--- src/rtl/rrds_pkg.sv ---
// ----------------------------------------------------------------------------
// rrds_pkg
// Shared types and constants for the round-robin DMA scheduler.
// ----------------------------------------------------------------------------
`default_nettype none

package rrds_pkg;

    localparam int WORKERS_DEF  = 8;
    localparam int TPT_DEF      = 4;

    localparam int CFG_ADDR_W   = 5;
    localparam int CFG_DATA_W   = 64;
    localparam int CFG_IDX_LSB  = 3;
    localparam int DEV_REG_NUM  = 4;
    localparam int DEV_NUM      = DEV_REG_NUM * CFG_DATA_W;

    localparam logic [1:0] KIND_READ  = 2'd0;
    localparam logic [1:0] KIND_WRITE = 2'd1;
    localparam logic [1:0] KIND_TICK  = 2'd2;

    localparam logic RK_REPLY = 1'b0;
    localparam logic RK_XFER  = 1'b1;

    localparam logic [2:0] CHUNK_MAX    = 3'd4;
    localparam logic [2:0] RESULT_LIMIT = 3'd4;

    typedef struct packed {
        logic [1:0]  kind;
        logic [7:0]  device_id;
        logic [15:0] mem_address;
        logic [15:0] byte_length;
    } in_item_t;

    typedef struct packed {
        logic        result_kind;
        logic        accepted;
        logic [2:0]  worker_slot;
        logic [7:0]  xfer_device;
        logic [15:0] xfer_address;
        logic [2:0]  xfer_bytes;
        logic        xfer_direction;
        logic        last;
    } out_item_t;

    // classified command handed from the front end to the engine
    typedef struct packed {
        logic        is_tick;
        logic        dir;
        logic [7:0]  device;
        logic [15:0] base;
        logic [15:0] length;
    } cmd_t;

    typedef struct packed {
        logic        dir;
        logic [7:0]  device;
        logic [15:0] base;
        logic [15:0] length;
        logic [15:0] pos;
    } slot_t;

endpackage

`default_nettype wire

--- src/rtl/rrds_cfg.sv ---
// ----------------------------------------------------------------------------
// rrds_cfg
// APB register file holding the device presence bits.
// ----------------------------------------------------------------------------
`default_nettype none

module rrds_cfg
    import rrds_pkg::*;
(
    input  wire logic                  clk,
    input  wire logic                  rst_n,
    input  wire logic                  psel,
    input  wire logic                  penable,
    input  wire logic                  pwrite,
    input  wire logic [CFG_ADDR_W-1:0] paddr,
    input  wire logic [CFG_DATA_W-1:0] pwdata,
    output logic      [CFG_DATA_W-1:0] prdata,
    output logic                       pready,
    output logic      [DEV_NUM-1:0]    present
);

    logic [CFG_DATA_W-1:0] dev_reg [DEV_REG_NUM];
    logic [1:0]            idx;
    logic                  wr_en;

    assign idx    = paddr[CFG_IDX_LSB +: 2];
    assign wr_en  = psel && penable && pwrite;
    assign pready = 1'b1;
    assign prdata = dev_reg[idx];

    always_comb
    begin
        for (int i = 0; i < DEV_REG_NUM; i++)
        begin
            present[i*CFG_DATA_W +: CFG_DATA_W] = dev_reg[i];
        end
    end

    always_ff @(posedge clk or negedge rst_n)
    begin
        if (!rst_n)
        begin
            for (int i = 0; i < DEV_REG_NUM; i++)
            begin
                dev_reg[i] <= '0;
            end
        end
        else if (wr_en)
        begin
            dev_reg[idx] <= pwdata;
        end
    end

endmodule

`default_nettype wire

--- src/rtl/rrds_front.sv ---
// ----------------------------------------------------------------------------
// rrds_front
// Input side: classifies beats into commands and queues them for the engine.
// ----------------------------------------------------------------------------
`default_nettype none

module rrds_front
    import rrds_pkg::*;
(
    input  wire logic     clk,
    input  wire logic     rst_n,
    input  wire logic     in_valid,
    output logic          in_stall,
    input  wire in_item_t in_data,
    output logic          cmd_valid,
    output cmd_t          cmd,
    input  wire logic     cmd_pop
);

    logic       wr_ptr_reg, wr_ptr_next;
    logic       rd_ptr_reg, rd_ptr_next;
    logic [1:0] count_reg, count_next;
    cmd_t       q_mem [2];
    cmd_t       new_cmd;
    logic       push;
    logic       pop;

    // unused kind code is taken and dropped
    always_comb
    begin
        new_cmd.is_tick = (in_data.kind == KIND_TICK);
        new_cmd.dir     = (in_data.kind == KIND_WRITE);
        new_cmd.device  = in_data.device_id;
        new_cmd.base    = in_data.mem_address;
        new_cmd.length  = in_data.byte_length;
    end

    assign in_stall  = (count_reg == 2'd2);
    assign push      = in_valid && !in_stall && (in_data.kind inside {KIND_READ, KIND_WRITE,
                                                                    KIND_TICK});
    assign cmd_valid = (count_reg != 2'd0);
    assign pop       = cmd_pop && cmd_valid;
    assign cmd       = q_mem[rd_ptr_reg];

    always_comb
    begin
        wr_ptr_next = push ? !wr_ptr_reg : wr_ptr_reg;
        rd_ptr_next = pop  ? !rd_ptr_reg : rd_ptr_reg;
        count_next  = count_reg + {1'b0, push} - {1'b0, pop};
    end

    always_ff @(posedge clk)
    begin
        if (push)
        begin
            q_mem[wr_ptr_reg] <= new_cmd;
        end
    end

    always_ff @(posedge clk or negedge rst_n)
    begin
        if (!rst_n)
        begin
            wr_ptr_reg <= 1'b0;
            rd_ptr_reg <= 1'b0;
            count_reg  <= 2'd0;
        end
        else
        begin
            wr_ptr_reg <= wr_ptr_next;
            rd_ptr_reg <= rd_ptr_next;
            count_reg  <= count_next;
        end
    end

endmodule

`default_nettype wire

--- src/rtl/rrds_engine.sv ---
// ----------------------------------------------------------------------------
// rrds_engine
// Back end: slot table, start allocation, round-robin service passes and
// the output register.
// ----------------------------------------------------------------------------
`default_nettype none

module rrds_engine
    import rrds_pkg::*;
#(
    parameter int WORKERS            = WORKERS_DEF,
    parameter int TRANSFERS_PER_TICK = TPT_DEF
)
(
    input  wire logic               clk,
    input  wire logic               rst_n,
    input  wire logic               cmd_valid,
    input  wire cmd_t               cmd,
    output logic                    cmd_pop,
    input  wire logic [DEV_NUM-1:0] present,
    output logic                    out_valid,
    input  wire logic               out_stall,
    output out_item_t               out_data
);

    localparam int SLOT_W = (WORKERS > 1) ? $clog2(WORKERS) : 1;
    localparam int CNT_W  = $clog2(WORKERS + 1);
    localparam int PASS_W = $clog2(TRANSFERS_PER_TICK + 1);
    localparam int CMP_W  = (CNT_W > PASS_W) ? CNT_W : PASS_W;

    typedef enum logic [2:0] {
        ST_IDLE,
        ST_SCAN,
        ST_READ,
        ST_SERVE,
        ST_FLUSH
    } state_t;

    state_t              state_reg, state_next;
    logic [WORKERS-1:0]  slot_active_reg, slot_active_next;
    logic [CNT_W-1:0]    active_count_reg, active_count_next;
    logic [SLOT_W-1:0]   next_slot_reg, next_slot_next;
    logic [SLOT_W-1:0]   cur_reg, cur_next;
    logic [SLOT_W-1:0]   scan_cnt_reg, scan_cnt_next;
    logic [PASS_W-1:0]   pass_reg, pass_next;
    logic [2:0]          n_reg, n_next;
    out_item_t           hold_reg, hold_next;
    logic                hold_valid_reg, hold_valid_next;
    out_item_t           out_reg, out_next;
    logic                out_valid_reg, out_valid_next;

    slot_t               slot_mem [WORKERS];
    slot_t               rd_reg;
    logic                mem_we;
    logic [SLOT_W-1:0]   mem_waddr;
    slot_t               mem_wdata;
    logic                mem_re;

    logic                free_found;
    logic [SLOT_W-1:0]   free_idx;
    logic                out_free;
    logic [SLOT_W-1:0]   cur_inc;
    logic                pass_ok;
    logic [15:0]         diff;
    logic [2:0]          amount;
    logic [16:0]         sum_pos;
    logic                done;
    logic                dev_ok;
    out_item_t           xfer;

    always_comb
    begin
        free_found = 1'b0;
        free_idx   = '0;
        for (int i = WORKERS - 1; i >= 0; i--)
        begin
            if (!slot_active_reg[i])
            begin
                free_found = 1'b1;
                free_idx   = SLOT_W'(i);
            end
        end
    end

    assign out_free = !out_valid_reg || !out_stall;
    assign cur_inc  = (cur_reg == SLOT_W'(WORKERS - 1)) ? '0 : cur_reg + SLOT_W'(1);
    assign pass_ok  = (CMP_W'(pass_reg) < CMP_W'(active_count_reg))
                   && (CMP_W'(pass_reg) < CMP_W'(TRANSFERS_PER_TICK));

    always_comb
    begin
        diff    = rd_reg.length - rd_reg.pos;
        if (rd_reg.length <= rd_reg.pos)
        begin
            amount = 3'd0;
        end
        else if (diff > 16'(CHUNK_MAX))
        begin
            amount = CHUNK_MAX;
        end
        else
        begin
            amount = diff[2:0];
        end
        sum_pos = {1'b0, rd_reg.pos} + {14'd0, amount};
        done    = (sum_pos >= {1'b0, rd_reg.length});
        dev_ok  = present[rd_reg.device];

        xfer.result_kind    = RK_XFER;
        xfer.accepted       = 1'b0;
        xfer.worker_slot    = 3'(cur_reg);
        xfer.xfer_device    = rd_reg.device;
        xfer.xfer_address   = rd_reg.base + rd_reg.pos;
        xfer.xfer_bytes     = amount;
        xfer.xfer_direction = rd_reg.dir;
        xfer.last           = 1'b0;
    end

    always_comb
    begin
        state_next        = state_reg;
        slot_active_next  = slot_active_reg;
        active_count_next = active_count_reg;
        next_slot_next    = next_slot_reg;
        cur_next          = cur_reg;
        scan_cnt_next     = scan_cnt_reg;
        pass_next         = pass_reg;
        n_next            = n_reg;
        hold_next         = hold_reg;
        hold_valid_next   = hold_valid_reg;
        out_next          = out_reg;
        out_valid_next    = out_valid_reg && out_stall;
        cmd_pop           = 1'b0;
        mem_we            = 1'b0;
        mem_waddr         = cur_reg;
        mem_wdata         = rd_reg;
        mem_re            = 1'b0;

        case (state_reg)
            ST_IDLE:
            begin
                if (cmd_valid && cmd.is_tick)
                begin
                    cmd_pop       = 1'b1;
                    cur_next      = next_slot_reg;
                    scan_cnt_next = '0;
                    pass_next     = '0;
                    n_next        = 3'd0;
                    state_next    = ST_SCAN;
                end
                else if (cmd_valid && out_free)
                begin
                    cmd_pop        = 1'b1;
                    out_valid_next = 1'b1;
                    out_next       = '0;
                    out_next.result_kind = RK_REPLY;
                    out_next.last  = 1'b1;
                    if (free_found)
                    begin
                        out_next.accepted    = 1'b1;
                        out_next.worker_slot = 3'(free_idx);
                        slot_active_next[free_idx] = 1'b1;
                        active_count_next = active_count_reg + CNT_W'(1);
                        mem_we           = 1'b1;
                        mem_waddr        = free_idx;
                        mem_wdata.dir    = cmd.dir;
                        mem_wdata.device = cmd.device;
                        mem_wdata.base   = cmd.base;
                        mem_wdata.length = cmd.length;
                        mem_wdata.pos    = 16'd0;
                    end
                end
            end

            ST_SCAN:
            begin
                if (!pass_ok)
                begin
                    state_next = ST_FLUSH;
                end
                else if (slot_active_reg[cur_reg])
                begin
                    mem_re     = 1'b1;
                    state_next = ST_READ;
                end
                else if (scan_cnt_reg == SLOT_W'(WORKERS - 1))
                begin
                    next_slot_next = '0;
                    state_next     = ST_FLUSH;
                end
                else
                begin
                    cur_next      = cur_inc;
                    scan_cnt_next = scan_cnt_reg + SLOT_W'(1);
                end
            end

            ST_READ:
            begin
                state_next = ST_SERVE;
            end

            ST_SERVE:
            begin
                if (amount == 3'd0 || !dev_ok)
                begin
                    slot_active_next[cur_reg] = 1'b0;
                    active_count_next = active_count_reg - CNT_W'(1);
                    next_slot_next    = cur_inc;
                    pass_next         = pass_reg + PASS_W'(1);
                    cur_next          = cur_inc;
                    scan_cnt_next     = '0;
                    state_next        = ST_SCAN;
                end
                else if (!hold_valid_reg || out_free)
                begin
                    if (hold_valid_reg)
                    begin
                        out_next       = hold_reg;
                        out_valid_next = 1'b1;
                    end
                    hold_next       = xfer;
                    hold_valid_next = 1'b1;
                    n_next          = n_reg + 3'd1;
                    if (done)
                    begin
                        slot_active_next[cur_reg] = 1'b0;
                        active_count_next = active_count_reg - CNT_W'(1);
                    end
                    else
                    begin
                        mem_we        = 1'b1;
                        mem_wdata.pos = sum_pos[15:0];
                    end
                    next_slot_next = cur_inc;
                    pass_next      = pass_reg + PASS_W'(1);
                    cur_next       = cur_inc;
                    scan_cnt_next  = '0;
                    state_next     = (n_reg + 3'd1 == RESULT_LIMIT) ? ST_FLUSH : ST_SCAN;
                end
            end

            ST_FLUSH:
            begin
                if (!hold_valid_reg)
                begin
                    state_next = ST_IDLE;
                end
                else if (out_free)
                begin
                    out_next        = hold_reg;
                    out_next.last   = 1'b1;
                    out_valid_next  = 1'b1;
                    hold_valid_next = 1'b0;
                    state_next      = ST_IDLE;
                end
            end

            default:
            begin
                state_next = ST_IDLE;
            end
        endcase
    end

    always_ff @(posedge clk)
    begin
        if (mem_we)
        begin
            slot_mem[mem_waddr] <= mem_wdata;
        end
        if (mem_re)
        begin
            rd_reg <= slot_mem[cur_reg];
        end
    end

    always_ff @(posedge clk or negedge rst_n)
    begin
        if (!rst_n)
        begin
            state_reg        <= ST_IDLE;
            slot_active_reg  <= '0;
            active_count_reg <= '0;
            next_slot_reg    <= '0;
            cur_reg          <= '0;
            scan_cnt_reg     <= '0;
            pass_reg         <= '0;
            n_reg            <= 3'd0;
            hold_valid_reg   <= 1'b0;
            out_valid_reg    <= 1'b0;
        end
        else
        begin
            state_reg        <= state_next;
            slot_active_reg  <= slot_active_next;
            active_count_reg <= active_count_next;
            next_slot_reg    <= next_slot_next;
            cur_reg          <= cur_next;
            scan_cnt_reg     <= scan_cnt_next;
            pass_reg         <= pass_next;
            n_reg            <= n_next;
            hold_valid_reg   <= hold_valid_next;
            out_valid_reg    <= out_valid_next;
        end
    end

    always_ff @(posedge clk)
    begin
        hold_reg <= hold_next;
        out_reg  <= out_next;
    end

    assign out_valid = out_valid_reg;
    assign out_data  = out_reg;

    a_count_matches: assert property (@(posedge clk) disable iff (!rst_n)
        active_count_reg == CNT_W'($countones(slot_active_reg)))
        else $error("active count out of step with slot table");

    a_idle_no_hold: assert property (@(posedge clk) disable iff (!rst_n)
        state_reg == ST_IDLE |-> !hold_valid_reg)
        else $error("held transfer beat left behind at end of tick");

    a_result_limit: assert property (@(posedge clk) disable iff (!rst_n)
        n_reg <= RESULT_LIMIT)
        else $error("too many transfer beats in one tick");

    a_next_slot_range: assert property (@(posedge clk) disable iff (!rst_n)
        32'(next_slot_reg) < WORKERS)
        else $error("next slot pointer out of range");

endmodule

`default_nettype wire

--- src/rtl/round_robin_dma_scheduler_unit.sv ---
// ----------------------------------------------------------------------------
// round_robin_dma_scheduler_unit
// DMA channel table with round-robin service ticks.
// ----------------------------------------------------------------------------
// A start beat (read or write) claims the lowest free slot, if there is
// one, and returns one registered reply beat. A tick beat serves up to
// TRANSFERS_PER_TICK active slots, issuing at most four transfer beats; the
// engine checks one slot per cycle while looking for the next active slot,
// and each served slot then passes through a table read state and a serve
// state, which can wait while the output is stalled. A two-entry command
// queue keeps the input open while the engine works. Slot fields live in a
// one-port table inside the engine; only the active bits are reset.
// ----------------------------------------------------------------------------
`default_nettype none

module round_robin_dma_scheduler_unit
    import rrds_pkg::*;
#(
    parameter int WORKERS            = WORKERS_DEF,
    parameter int TRANSFERS_PER_TICK = TPT_DEF
)
(
    input  wire logic                  clk,
    input  wire logic                  rst_n,
    input  wire logic                  psel,
    input  wire logic                  penable,
    input  wire logic                  pwrite,
    input  wire logic [CFG_ADDR_W-1:0] paddr,
    input  wire logic [CFG_DATA_W-1:0] pwdata,
    output logic      [CFG_DATA_W-1:0] prdata,
    output logic                       pready,
    input  wire logic                  in_valid,
    output logic                       in_stall,
    input  wire in_item_t              in_data,
    output logic                       out_valid,
    input  wire logic                  out_stall,
    output out_item_t                  out_data
);

    logic [DEV_NUM-1:0] present;
    logic               cmd_valid;
    cmd_t               cmd;
    logic               cmd_pop;

    rrds_cfg u_cfg (
        .clk     (clk),
        .rst_n   (rst_n),
        .psel    (psel),
        .penable (penable),
        .pwrite  (pwrite),
        .paddr   (paddr),
        .pwdata  (pwdata),
        .prdata  (prdata),
        .pready  (pready),
        .present (present)
    );

    rrds_front u_front (
        .clk       (clk),
        .rst_n     (rst_n),
        .in_valid  (in_valid),
        .in_stall  (in_stall),
        .in_data   (in_data),
        .cmd_valid (cmd_valid),
        .cmd       (cmd),
        .cmd_pop   (cmd_pop)
    );

    rrds_engine #(
        .WORKERS            (WORKERS),
        .TRANSFERS_PER_TICK (TRANSFERS_PER_TICK)
    ) u_engine (
        .clk       (clk),
        .rst_n     (rst_n),
        .cmd_valid (cmd_valid),
        .cmd       (cmd),
        .cmd_pop   (cmd_pop),
        .present   (present),
        .out_valid (out_valid),
        .out_stall (out_stall),
        .out_data  (out_data)
    );

endmodule

`default_nettype wire
--- config.mk ---
export PLATFORM = sky130hd
export DESIGN_NAME = round_robin_dma_scheduler_unit
export DESIGN_NICKNAME = d
export VERILOG_FILES = /design/src/rtl/rrds_pkg.sv /design/src/rtl/rrds_cfg.sv /design/src/rtl/rrds_front.sv /design/src/rtl/rrds_engine.sv /design/src/rtl/round_robin_dma_scheduler_unit.sv
export SDC_FILE = /design/constraint.sdc
export NUM_CORES = 1
export LEC_CHECK = 0
export BUFFER_PORTS_ARGS = -buffer_cell sky130_fd_sc_hd__buf_2
export CAP_MARGIN = 20
export CORE_MARGIN = 3
export CORE_UTILIZATION = 62
export CTS_CLUSTER_DIAMETER = 200
export CTS_CLUSTER_SIZE = 25
export DETAILED_ROUTE_END_ITERATION = 10
export PLACE_DENSITY = 0.93
export SETUP_SLACK_MARGIN = 0.15
export SYNTH_ARGS = -nofsm -noshare
export SYNTH_HDL_FRONTEND = slang
export SYNTH_SLANG_ARGS = --single-unit
--- constraint.sdc ---
create_clock -name clk -period 23.7 [get_ports clk]
set_input_delay 2.37 -clock clk [delete_from_list [all_inputs] [get_ports clk]]
set_output_delay 2.37 -clock clk [all_outputs]
set_load 0.005 [all_outputs]
==> results.txt <==
* Run status: completed
- For this run, design rule violations remaining after detail routing come to 0.
* Area growth from synthesis to layout: 8.073%
- After clock tree synthesis, the flow added hold-fix buffers numbering 0.
- Met3 usage in global routing: 5.523%
- Number of clock sinks seen by CTS: 954
- For this run, global-route usage on met2 was measured as between 40% and 50%.
* Cell repeated most along the worst path: sky130_fd_sc_hd__ha_1
- Final net count: 3,019
- The later pin in the worst-skew pair is clocked with a latency of 0.64 ns.
* Die Height: ~260 um
- Half-perimeter wire length of the detailed placement result: around 65,000 um
- DR vias: 26,240
- The portion of synthesized area spent on multiplexers is approximately 16%.
- For the worst setup path, the data arrival time is 10.36 ns.
- After detailed placement, the total cell area comes to roughly 44,000 um^2.
* Share of post-route cells with drive strength above 1: 25.71%
* Post-route ant nets: 0
- Number of buffers inserted to repair setup after CTS: 0
* Post-Synthesis Cells: 2,682
* Global-route wire length before repair: 157,700 um
- Predominant post-synthesis flop cell: sky130_fd_sc_hd__edfxtp_1
- R2R depth: 31
- Final number of max-transition violations: 0
- Upper clock frequency limit: ~100 MHz
* Setup repair after global routing missed its margin: no
- Most common cell after layout, fill and taps aside: sky130_fd_sc_hd__edfxtp_1
* Number of placement rows: 94
* Max reg flops: 456
* Global-route track usage on met1: 40.73%
* Design internal power: 3.730 mW
* Critical path required time: 23.95 ns
- For this run, asynchronously set or reset flops after synthesis account for 30.61%.
- Summing the areas of all compound-gate instances in the mapped netlist gives roughly 8% of the synthesized area.
* Most Crowded Layer GR: met2
- Clock tree from TritonCTS: yes
- The sequential cells in the finished layout cover a total of 27,190 um^2.
- In this run, the clock network consumes about 14% of the power.
* YS warnings: 0
* Post-detailed-routing wire length: 104,600 um
* Area occupied by multi-input gates: 13,580 um^2
- Category of the worst setup path launch point: register
- Final cell area excluding filler cells: 44,890 um^2
- The share of total power dissipated in combinational logic is 39.9%.
- Power density over the cells: about 140 nW/um^2
* Cell chosen for the clock root: sky130_fd_sc_hd__clkbuf_16
- Crit path capture: u_engine.slot_mem[2][31]
- Synthesis inferred 954 register bits.
- In this run, synthesis inferred 662 flip-flops with an integrated enable.
- In this run the deepest clock path goes through 3 buffers.
- Final cycle utilization of the critical path: 42.69%
- Utilization of the core after routing: 67.92%
- Largest net degree at the start of global routing: 134
* Maximum fanout encountered on the critical timing path: 35
* Net switching share of the total power: 38.50%
* Final hold viol count: 0
* Port Buffer Count: 214
- The worst pin sits at a relative slew slack of a little over a quarter.
- Clock Pin Slew Worst Setup and Hold Paths: ~0.10 ns
* Net switching component of the power: 2.335 mW
* Initial Utilization: 62.84%
- The layout has between 4,000 and 5,000 filler cells.
- Number of buffers created by CTS: 44
* Reg power frac: a little under half
- Yosys mapped the design onto 84 distinct sky130hd cell types.
- CP startpoint: u_engine.rd_reg[3]
- The die covers around 70,000 um^2.
- Vias in the first global route: 26,470
* Placer Congestion: approximately 0.9
- Max-capacitance violation count: 0
- The core region is between 60,000 and 70,000 um^2.
- XOR/XNOR share of the synthesized area: less than 1%
* Critical register-to-register path endpoint: u_engine.slot_mem[2][31]
- Total negative setup slack: 0 ns
- Leading cell types in the layout, fill and taps excluded: 662 x sky130_fd_sc_hd__edfxtp_1, 291 x sky130_fd_sc_hd__dfrtp_1, 261 x sky130_fd_sc_hd__mux2_2, 233 x sky130_fd_sc_hd__a22oi_1, 212 x sky130_fd_sc_hd__buf_2
* Overflow after GRT: 0
- Share of synthesized cell area in and, or, nand and nor gates: 5.500%
- Critical path type: register to register
* Sequential area share after synthesis: 65.45%
* Largest Register: u_engine.slot_mem
- Post-synthesis share of cell area spent on full adders, half adders and majority gates: 2.090%
- Source of the worst register-to-register timing path: u_engine.rd_reg[3]
* I/O pin cnt: between 200 and 250
* H-tree depth: 2
- Per-instance average area after synthesis: roughly 15 um^2
* Number of gates given a new drive strength after cts: 0
- Final critical delay including setup and external delays: 10.12 ns
* Worst hold-check path type: register to register
* Dominant combinational cell family by area after synthesis: multiplexers
- Counting every net in the synthesized netlist gives around 2,900.
- For this run, the total global-route usage over all layers was measured as around 29%.
- Number of antenna violations at the first check in global routing: 15
* Critical Path End Type: register
* Total setup violations reported at the end of the flow: 0
* Largest stage delay on the critical path: 0.77 ns
- Max stage delay cell, worst path: sky130_fd_sc_hd__nor2_4
- The setup check on the worst reg-to-reg path leaves a slack of 13.58 ns.
* Drt first-iter violations: 3,916
- Cell area after synthesis: 41,540 um^2
- Worst VDD drop: 0.0001121 V
* Wirelength per Cell: 27.97 um
* Worst Max-Slew Pin Slew: roughly 1.1 ns
- Before antenna repair, the detailed router went through 6 iterations.
- For the final database, setup skew stands at 0.04040 ns.
- Die width: 264.8 um
* Vias/cell: 7.019
- LEAKAGE: 16.72 nW
## worst min-delay path by stage
stage                                       startpoint                      endpoint  slack, ns  cells past startpoint
final                              u_engine.rd_reg[56]          u_engine.hold_reg[1]       0.49                      0
after global routing               u_engine.rd_reg[56]          u_engine.hold_reg[1]       0.51                      0
after CTS                          u_engine.rd_reg[56]          u_engine.hold_reg[1]       0.49                      0
after detailed placement           u_engine.rd_reg[56]          u_engine.hold_reg[1]       0.46                      0
after global placement    u_engine.active_count_reg[3]  u_engine.active_count_reg[3]       0.46                      1
after floorplan                    u_engine.rd_reg[49]         u_engine.hold_reg[22]       0.42                      0
## metal layers
metal	routed length, um	up-vias
met2	50430	1883
li1	-	10830
met4	4029	6
met1	38840	13220
met5	34	-
met3	11260	305
## critical path: cells and delay by family (launching register included)
family / cells / cell delay, ns
adder cells (fa/ha/maj): 3 / 0.81
flip-flops: 1 / 0.55
AO/OA/AOI/OAI: 10 / 2.76
buffers and inverters: 4 / 1.23
XOR/XNOR: 1 / 0.19
AND/OR/NAND/NOR: 13 / 4.18
## through the flow
step	hold slack (ns)	worst slack (ns)	total power [mW]	cells
6_report	0.4930	13.58	6.065	3739
3_5_place_dp	0.4563	13.53	5.141	3649
4_1_cts	0.4928	13.54	6.002	3716
3_3_place_gp	0.4590	13.63	4.991	3649
2_1_floorplan	0.4206	12.81	4.303	2682
5_1_grt	0.5145	13.08	6.338	3728
## power groups by stage
stage | Sequential, mW | Combinational [mW] | Clock, mW
4_1_cts | 2.76 | 2.37 | 0.867
3_3_place_gp | 2.76 | 2.23 | 0
2_1_floorplan | 2.66 | 1.64 | 0
3_5_place_dp | 2.79 | 2.35 | 0
6_report | 2.78 | 2.42 | 0.864
5_1_grt | 2.81 | 2.61 | 0.923
## kinds of logic after synthesis
logic type | after synthesis
xor+xnor | 34
buf+inv | 224
mux | 477
fa+ha+maj | 67
flops | 954
simple gates | 444
other cells | 1
compound gates | 481
## cells in the mapped netlist, drive strengths merged, types with 33 or more instances
cell type | number | area [um^2]
and2 | 35 | 219.0
nor2 | 59 | 221.5
nand2 | 134 | 503.0
clkbuf | 114 | 427.9
mux2 | 266 | 3010
mux4 | 115 | 2590
o21ai | 92 | 479.2
a22oi | 233 | 1749
inv | 74 | 277.8
a21oi | 44 | 220.2
dfrtp | 292 | 7307
edfxtp | 662 | 19880
nand3 | 33 | 165.2
nand4 | 66 | 412.9
buf | 36 | 214.0
mux2i | 96 | 960.9
ha | 63 | 788.3
## final cells by class
cell class	instances	area share, %
Antenna cell	20	0.1115
Timing Repair Buffer	256	3.214
Multi-Input combinational cell	1504	30.26
Clock buffer	65	2.723
Clock inverter	2	0.1031
Inverter	74	0.6187
Tap cell	864	2.408
Sequential cell	954	60.56
(Power assumes the default switching activity.)
